`src/sv/dipt_pkg.sv`:
```
// Shared types and constants for the dotted IPv4 text parser.
// No dependencies; imported by the front, queue, back and top modules.
package dipt_pkg;

   localparam int QDEPTH = 4;
   localparam int QPTR_W = $clog2(QDEPTH);
   localparam int QCNT_W = $clog2(QDEPTH + 1);

   localparam logic [31:0] LIMIT_ONE_BYTE    = 32'h0000_00ff;
   localparam logic [31:0] LIMIT_TWO_BYTES   = 32'h0000_ffff;
   localparam logic [31:0] LIMIT_THREE_BYTES = 32'h00ff_ffff;

   typedef enum logic [2:0] {
      CLS_DIGIT,
      CLS_HEXLET,
      CLS_X,
      CLS_DOT,
      CLS_SPACE,
      CLS_END,
      CLS_OTHER
   } char_class_type;

   typedef struct packed {
      char_class_type cls;
      logic [3:0]     val;
   } char_word_type;

endpackage

```
`src/sv/dotted_ipv4_text_parser_unit.sv`:
```
// Dotted IPv4 text parser: one character word per cycle, one result per zero byte.
// Throughput: one character accepted every cycle while the queue has room.
// Path: the zero byte goes from the classifier into a 4-word queue, then the parser
// writes the result register; a result still held under rsp_stall blocks that write.
// Reset: queue emptied, parser back at start of part, no result pending.
// Depends on dipt_pkg, dipt_front, dipt_queue, dipt_back.
module dotted_ipv4_text_parser_unit (
   input  logic        clock,
   input  logic        reset,
   input  logic        req_valid,
   output logic        req_stall,
   input  logic [7:0]  req_text_char,
   output logic        rsp_valid,
   input  logic        rsp_stall,
   output logic        rsp_ok,
   output logic [31:0] rsp_address
);
   import dipt_pkg::*;

   char_word_type class_word;
   char_word_type head_word;
   logic          q_full;
   logic          q_empty;
   logic          q_pop;

   assign req_stall = q_full;

   dipt_front u_front (
      .text_char (req_text_char),
      .word_out  (class_word)
   );

   dipt_queue u_queue (
      .clock     (clock),
      .reset     (reset),
      .push      (req_valid && !q_full),
      .push_word (class_word),
      .full      (q_full),
      .pop       (q_pop),
      .head_word (head_word),
      .empty     (q_empty)
   );

   dipt_back u_back (
      .clock       (clock),
      .reset       (reset),
      .word_valid  (!q_empty),
      .word_in     (head_word),
      .pop         (q_pop),
      .rsp_valid   (rsp_valid),
      .rsp_stall   (rsp_stall),
      .rsp_ok      (rsp_ok),
      .rsp_address (rsp_address)
   );

endmodule

```
`src/sv/dipt_front.sv`:
```
// Front end: classifies one text character into a class code and digit value.
// Depends on dipt_pkg.
module dipt_front (
   input  logic [7:0]             text_char,
   output dipt_pkg::char_word_type word_out
);
   import dipt_pkg::*;

   always_comb begin
      word_out.val = text_char[3:0];
      if (text_char == 8'h00) begin
         word_out.cls = CLS_END;
      end else if (text_char >= 8'h30 && text_char <= 8'h39) begin
         word_out.cls = CLS_DIGIT;
      end else if ((text_char >= 8'h61 && text_char <= 8'h66) ||
                   (text_char >= 8'h41 && text_char <= 8'h46)) begin
         // 'a'/'A' have low nibble 1, value 10
         word_out.cls = CLS_HEXLET;
         word_out.val = text_char[3:0] + 4'd9;
      end else if (text_char == 8'h78 || text_char == 8'h58) begin
         word_out.cls = CLS_X;
      end else if (text_char == 8'h2e) begin
         word_out.cls = CLS_DOT;
      end else if (text_char == 8'h20 || (text_char >= 8'h09 && text_char <= 8'h0d)) begin
         word_out.cls = CLS_SPACE;
      end else begin
         word_out.cls = CLS_OTHER;
      end
   end

endmodule

```
`src/sv/dipt_queue.sv`:
```
// Short FIFO of classified character words between front and back.
// Depends on dipt_pkg.
module dipt_queue (
   input  logic                    clock,
   input  logic                    reset,
   input  logic                    push,
   input  dipt_pkg::char_word_type push_word,
   output logic                    full,
   input  logic                    pop,
   output dipt_pkg::char_word_type head_word,
   output logic                    empty
);
   import dipt_pkg::*;

   char_word_type       slot_ff [QDEPTH];
   logic [QPTR_W-1:0]   wptr_ff, wptr_in;
   logic [QPTR_W-1:0]   rptr_ff, rptr_in;
   logic [QCNT_W-1:0]   count_ff, count_in;

   assign full      = (count_ff == QCNT_W'(QDEPTH));
   assign empty     = (count_ff == '0);
   assign head_word = slot_ff[rptr_ff];

   always_comb begin
      wptr_in  = push ? wptr_ff + 1'b1 : wptr_ff;
      rptr_in  = pop ? rptr_ff + 1'b1 : rptr_ff;
      count_in = count_ff;
      if (push && !pop) begin
         count_in = count_ff + 1'b1;
      end else if (pop && !push) begin
         count_in = count_ff - 1'b1;
      end
   end

   always_ff @(posedge clock) begin
      if (reset) begin
         wptr_ff  <= '0;
         rptr_ff  <= '0;
         count_ff <= '0;
      end else begin
         wptr_ff  <= wptr_in;
         rptr_ff  <= rptr_in;
         count_ff <= count_in;
      end
      if (push) begin
         slot_ff[wptr_ff] <= push_word;
      end
   end

endmodule

```
`src/sv/dipt_back.sv`:
```
// Back end: parse state machine over classified words, builds the address
// and holds the result register. Depends on dipt_pkg.
module dipt_back (
   input  logic                    clock,
   input  logic                    reset,
   input  logic                    word_valid,
   input  dipt_pkg::char_word_type word_in,
   output logic                    pop,
   output logic                    rsp_valid,
   input  logic                    rsp_stall,
   output logic                    rsp_ok,
   output logic [31:0]             rsp_address
);
   import dipt_pkg::*;

   typedef enum logic [2:0] {
      PH_START,
      PH_ZERO,
      PH_DIGITS,
      PH_SKIP,
      PH_ERROR
   } phase_type;

   typedef enum logic [1:0] {
      RADIX_DEC,
      RADIX_OCT,
      RADIX_HEX
   } radix_type;

   phase_type   phase_ff, phase_in;
   radix_type   radix_ff, radix_in;
   radix_type   eff_radix;
   logic [31:0] accum_ff, accum_in;
   logic [7:0]  part_ff [3];
   logic [7:0]  part_in [3];
   logic [1:0]  count_ff, count_in;
   logic        valid_ff, valid_in;
   logic        ok_ff, ok_in;
   logic [31:0] addr_ff, addr_in;

   logic        is_end;
   logic        good;
   logic [31:0] built;
   logic [31:0] scaled;
   logic [31:0] digit_next;

   assign is_end = (word_in.cls == CLS_END);
   // a result can only be written when the output register is free
   assign pop = word_valid && (!is_end || !valid_ff || !rsp_stall);

   assign rsp_valid   = valid_ff;
   assign rsp_ok      = ok_ff;
   assign rsp_address = addr_ff;

   // after a leading zero the part is octal unless an x follows
   assign eff_radix = (phase_ff == PH_ZERO) ? RADIX_OCT : radix_ff;

   always_comb begin
      case (eff_radix)
         RADIX_HEX: scaled = {accum_ff[27:0], 4'b0};
         RADIX_OCT: scaled = {accum_ff[28:0], 3'b0};
         default:   scaled = {accum_ff[28:0], 3'b0} + {accum_ff[30:0], 1'b0};
      endcase
      digit_next = scaled + {28'b0, word_in.val};
   end

   // final assembly of the 1..4 part form
   always_comb begin
      good  = (phase_ff != PH_ERROR);
      built = accum_ff;
      case (count_ff)
         2'd1: begin
            if (accum_ff > LIMIT_THREE_BYTES) good = 1'b0;
            built = accum_ff | {part_ff[0], 24'b0};
         end
         2'd2: begin
            if (accum_ff > LIMIT_TWO_BYTES) good = 1'b0;
            built = accum_ff | {part_ff[0], part_ff[1], 16'b0};
         end
         2'd3: begin
            if (accum_ff > LIMIT_ONE_BYTE) good = 1'b0;
            built = accum_ff | {part_ff[0], part_ff[1], part_ff[2], 8'b0};
         end
         default: begin
            built = accum_ff;
         end
      endcase
   end

   always_comb begin
      phase_in = phase_ff;
      radix_in = radix_ff;
      accum_in = accum_ff;
      part_in  = part_ff;
      count_in = count_ff;
      valid_in = valid_ff && rsp_stall;
      ok_in    = ok_ff;
      addr_in  = addr_ff;

      if (pop) begin
         if (is_end) begin
            valid_in = 1'b1;
            ok_in    = good;
            addr_in  = good ? built : 32'b0;
            phase_in = PH_START;
            radix_in = RADIX_DEC;
            accum_in = '0;
            part_in  = '{default: 8'b0};
            count_in = '0;
         end else begin
            case (phase_ff)
               PH_START, PH_ZERO, PH_DIGITS: begin
                  if (phase_ff == PH_START && word_in.cls == CLS_DIGIT &&
                      word_in.val == 4'd0) begin
                     phase_in = PH_ZERO;
                  end else if (phase_ff == PH_ZERO && word_in.cls == CLS_X) begin
                     radix_in = RADIX_HEX;
                     phase_in = PH_DIGITS;
                  end else begin
                     radix_in = eff_radix;
                     phase_in = PH_DIGITS;
                     if (word_in.cls == CLS_DIGIT ||
                         (word_in.cls == CLS_HEXLET && eff_radix == RADIX_HEX)) begin
                        accum_in = digit_next;
                     end else if (word_in.cls == CLS_DOT) begin
                        if (count_ff == 2'd3 || accum_ff > LIMIT_ONE_BYTE) begin
                           phase_in = PH_ERROR;
                        end else begin
                           part_in[count_ff] = accum_ff[7:0];
                           count_in = count_ff + 1'b1;
                           accum_in = '0;
                           radix_in = RADIX_DEC;
                           phase_in = PH_START;
                        end
                     end else if (word_in.cls == CLS_SPACE) begin
                        phase_in = PH_SKIP;
                     end else begin
                        phase_in = PH_ERROR;
                     end
                  end
               end
               PH_SKIP: begin
                  phase_in = PH_SKIP;
               end
               default: begin
                  phase_in = PH_ERROR;
               end
            endcase
         end
      end
   end

   always_ff @(posedge clock) begin
      if (reset) begin
         phase_ff <= PH_START;
         radix_ff <= RADIX_DEC;
         accum_ff <= '0;
         part_ff  <= '{default: 8'b0};
         count_ff <= '0;
         valid_ff <= 1'b0;
      end else begin
         phase_ff <= phase_in;
         radix_ff <= radix_in;
         accum_ff <= accum_in;
         part_ff  <= part_in;
         count_ff <= count_in;
         valid_ff <= valid_in;
      end
      ok_ff   <= ok_in;
      addr_ff <= addr_in;
   end

   a_fail_zero_addr: assert property (@(posedge clock) disable iff (reset)
      (valid_ff && !ok_ff) |-> (addr_ff == 32'b0))
      else $error("failed parse carries a nonzero address");

   a_error_sticky: assert property (@(posedge clock) disable iff (reset)
      (phase_ff == PH_ERROR && !(pop && is_end)) |=> (phase_ff == PH_ERROR))
      else $error("error phase left before end of string");

   a_end_gives_result: assert property (@(posedge clock) disable iff (reset)
      (pop && is_end) |=> valid_ff && phase_ff == PH_START && count_ff == 2'd0)
      else $error("end of string did not yield a result and clean state");

endmodule

```
`config.mk`:
```
export PLATFORM = sky130hd
export DESIGN_NAME = dotted_ipv4_text_parser_unit
export DESIGN_NICKNAME = d
export VERILOG_FILES = /design/src/sv/dipt_pkg.sv /design/src/sv/dotted_ipv4_text_parser_unit.sv /design/src/sv/dipt_front.sv /design/src/sv/dipt_queue.sv /design/src/sv/dipt_back.sv
export SDC_FILE = /design/constraint.sdc
export NUM_CORES = 1
export LEC_CHECK = 0
export BUFFER_PORTS_ARGS = -buffer_cell sky130_fd_sc_hd__buf_2
export CAP_MARGIN = 20
export CELL_PAD_IN_SITES_DETAIL_PLACEMENT = 0
export CELL_PAD_IN_SITES_GLOBAL_PLACEMENT = 1
export CORE_MARGIN = 3
export CORE_UTILIZATION = 44
export CTS_CLUSTER_DIAMETER = 120
export CTS_CLUSTER_SIZE = 24
export DETAILED_ROUTE_END_ITERATION = 8
export GPL_TIMING_DRIVEN = 0
export PLACE_DENSITY_LB_ADDON = 0.2
export SLEW_MARGIN = 15
export SYNTH_ARGS = -nofsm -noshare
export SYNTH_HDL_FRONTEND = slang
export SYNTH_HIERARCHICAL = 1
export SYNTH_SLANG_ARGS = --single-unit
```
`constraint.sdc`:
```
create_clock -name clock -period 5.1 [get_ports clock]
set_input_delay 0 -clock clock [delete_from_list [all_inputs] [get_ports clock]]
set_output_delay 0 -clock clock [all_outputs]
set_load 0.03 [all_outputs]
```
==> impl_results.md <==
- Result of the run: finished clean
- Number of CTS-inserted buffers: 17
- Post-route fraction of the period consumed by the critical path: 94.9%
- Wire length of the first global-routing pass: between 30000 and 40000 µm
- Via count of the first global-routing pass: between 6000 and 7000
- Number of placed instances, taps included: roughly 1200
- ANT cells: 0
- Combinational family with the most area after synthesis: compound AO/OA/AOI/OAI gates
- TritonRoute pass-1 iters: 5
- Setup Slack @ Placement: -1270 ps
- Row count: 50
- Buffer count from post-CTS setup fixing: 0
- Horizontal die dimension: 145 µm
- Die Area: approximately 0.021 mm²
- Combined area of all synthesized cells: 0.00854 mm²
- Clock transition at the registers of the reported paths: roughly 60 ps
- I/O pin count: 47
- Most instantiated library cell after synthesis: sky130_fd_sc_hd__nor2_1
- Least-Margin Pin Slew: between 800 and 900 ps
- Critical path peak fanout: 10
- Fraction of the yosys area taken by sequential cells: between 30% and 40%
- Share of the synthesized area in compound gates (AO/OA/AOI/OAI): 22.8%
- Number of vias in the routed layout: roughly 7500
- Layout overhead on the synthesized area: 14.4%
- Synth Area in Adders: 7.59%
- Max-slew violation count: 0
- Leakage power of the design: approximately 3.8 nW
- Wire length after detailed routing: ~24000 µm
- Critical path data arrival time: around 5200 ps
- EDFF count, synth: 61
- Clock tree buffer depth: 2
- Count of nets left with antenna violations after detail routing: 0
- Capturing instance or port of the critical path: u_back/accum_ff[23]
- Critical setup path kind: reg -> reg
- Gr usage total: ~22%
- Post-Synth Simple-Gate Area: about a fifth
- H-Tree Depth: 4
- Power per unit of standard cell area: 355 mW/mm²
- # port buffers: 44
- Kind of path behind the tightest hold check: in -> reg
- Max frequency: about 0.21 GHz
- Reg-to-reg setup timing slack: about 260 ps
- Cell types with the largest area share after synthesis: sky130_fd_sc_hd__edfxtp_1, sky130_fd_sc_hd__dfxtp_1, sky130_fd_sc_hd__ha_1
- Area of the core region: between 0.015 and 0.02 mm²
- Via density per instance: 5.93
- Worst slew margin relative to its limit: between 40% and 50%
- Total number of yosys warnings: 6
- Area share of the largest cell type after synthesis: between 20% and 30%
- Hold Violations, Final: 0
- Initial antenna violation count: 0
- Final hold slack: roughly 41 ps
- Startpoint type of the worst setup path: flip-flop
- Number of design-rule violations left by the first detailed-router iteration: just under 700
- Async SR Flop Fraction: 0%
- Max-Cap Viols: 0
- Setup-violating endpoint count in the final report: 0
- Number of instances in the synthesized netlist: between 900 and 1000
- Post-Synth XOR/XNOR Area: under 10%
- Half-perimeter wire length after placement: about 18000 µm
- Endpoint required time on the critical path: approximately 5500 ps
- Starting density of the core: ~45%
- Net count after synthesis: 985
- Seq cells post-synth: 134
- Cell chosen for the clock root: sky130_fd_sc_hd__clkbuf_16
- Top cells by instance count after synthesis: sky130_fd_sc_hd__nor2_1, sky130_fd_sc_hd__dfxtp_1, sky130_fd_sc_hd__a21oi_1
- Fraction of synthesized area in multiplexers: roughly 2.3%
- Die extent in y: ~150 µm
- Crit end category: flip-flop
- Number of distinct library cell variants in the gate-level netlist after synthesis: 84
- Post-route DRC violation count: 0
- Clock latency of the later-clocked register in the worst-skew pair: between 400 and 500 ps
- Post-synth top flop: sky130_fd_sc_hd__dfxtp_1
- PnR worst setup slack: ~260 ps
- Ratio of cells with drive above 1 in the final layout: between 10% and 20%
- Peak supply drop: between 150 and 200 µV
- Area leader, netlist: sky130_fd_sc_hd__edfxtp_1
- Leftover overflow at the end of global routing: 0
- End of the worst register-to-register path: u_back/accum_ff[23]
- Final critical-path required period: roughly 4800 ps
- Final RePlAce weighted congestion: between 0.8 and 0.9
- Largest net degree at the start of global routing: 29
- Reg2reg path depth: 15
- Final Net Count: ~1000
- Sink Count: roughly 130
- Startpoint of the worst register-to-register path: u_back/phase_ff[1]
- Non-filler instance count after layout: roughly 1300
- Clock skew after layout: 8.67 ps
- Average instance area after synthesis: approximately 9.3 µm²
- CTS tree: yes
- Startpoint of the worst setup timing path: u_back/phase_ff[1]
- Average wire length per cell after detail routing: ~19 µm
-- flip-flops by register name (all words and copies together) (netlist names), named ones only --
signal	count
u_back/accum_ff	32
u_back/count_ff	2
u_back/part_ff	24
u_back/phase_ff	3
u_back/radix_ff	2
u_back/rsp_address	32
u_back/rsp_ok	1
u_back/rsp_valid	1
u_queue/count_ff	3
u_queue/rptr_ff	2
u_queue/slot_ff	28
u_queue/wptr_ff	2
-- worst min-delay path by stage --
stage / depth (start not counted) / slack (ps) / endpoint / start
2_1_floorplan: 2 / 160 / u_back/rsp_valid / rsp_stall
3_3_place_gp: 3 / 290 / u_back/rsp_valid / rsp_stall
3_5_place_dp: 3 / 330 / u_back/rsp_valid / rsp_stall
4_1_cts: 2 / 30 / u_queue/slot_ff[3][4] / req_text_char[5]
5_1_grt: 4 / 70 / u_queue/wptr_ff[0] / req_valid
6_report: 2 / 40 / u_queue/slot_ff[2][4] / req_text_char[5]
-- through the flow --
step | utilization, % | cell area [µm²] | power, mW | TNS, ps
floorplan | - | 8540 | 2.00 | 0
global placement | 48.1 | 9090 | 2.26 | -16270
detailed placement | 48.3 | 9130 | 2.28 | -16520
CTS | 51.6 | 9760 | 3.48 | 0
global route | 51.7 | 9770 | 3.64 | -9.39
finish | 51.7 | 9770 | 3.47 | 0
-- final cells by class --
type	count	area (µm²)
clock inverters	14	139
clock buffers	18	439
plain buffers	49	240
well taps	260	325
multi-input cells	715	4960
flip-flops and latches	134	3290
inverters	21	78.8
fillers	1820	9130
repair buffers	49	288
-- cells by family (layout without fill, tap and decap cells) --
logic type | count (synthesis) | count (layout)
AOI/OAI and AO/OA | 276 | 276
xor gates and xnor gates | 40 | 40
adders and majority gates | 50 | 50
buffers and inverters | 74 | 151
DFF | 134 | 134
muxes | 10 | 10
and+or+nand+nor | 339 | 339
-- where the power goes --
part | switching (mW) | internal [mW] | leakage [nW]
Sequential | 0.0542 | 1.22 | 1.17
Clock | 0.494 | 0.695 | 0.284
Combinational | 0.662 | 0.347 | 2.32
-- critical path: stages, from the launching register on --
cell and delay, ps:
sky130_fd_sc_hd__dfxtp_1 380, sky130_fd_sc_hd__nor2_1 100, sky130_fd_sc_hd__nand2_1 120, sky130_fd_sc_hd__nand2_1 140
sky130_fd_sc_hd__inv_1 90, sky130_fd_sc_hd__ha_1 240, sky130_fd_sc_hd__clkbuf_1 490, sky130_fd_sc_hd__buf_1 450
sky130_fd_sc_hd__clkbuf_1 590, sky130_fd_sc_hd__o21ai_0 410, sky130_fd_sc_hd__and3b_1 340, sky130_fd_sc_hd__clkbuf_1 450
sky130_fd_sc_hd__nor2b_1 360, sky130_fd_sc_hd__clkbuf_1 390, sky130_fd_sc_hd__o21ai_0 170, sky130_fd_sc_hd__nand2_1 80
-- metal layers --
layer | GRT usage [%] | vias to the layer above | part of all wire [%]
li1 | - | 3668 | -
met1 | 31.5 | 3600 | 49
met2 | 35.0 | 186 | 46
met3 | 3.15 | 19 | 4.4
met4 | 5.46 | 0 | 0.96
met5 | 0 | - | 0
-- layout by cell type (no fill, tap or decap), drive strengths merged, types with 20 or more instances in the layout --
cell,netlist,routed
nor2,120,120
dfxtp,73,73
clkbuf,36,53
inv,19,25
nand2,55,55
nand4,20,20
xnor2,21,21
o21ai,37,37
ha,47,47
a22oi,44,44
a21oi,70,70
nor3,25,25
edfxtp,61,61
buf,17,59
-- what timing repair did --
item / in CTS / in global routing
hold buffers: 4 / 0
pin swaps: 0 / 0
resized for setup: 9 / 3
endpoints found under the setup margin: 23 / 8
cloned: 0 / 0
hold endpoints to repair: 16 / 0
Note: power is estimated with default switching activity, not from simulation.
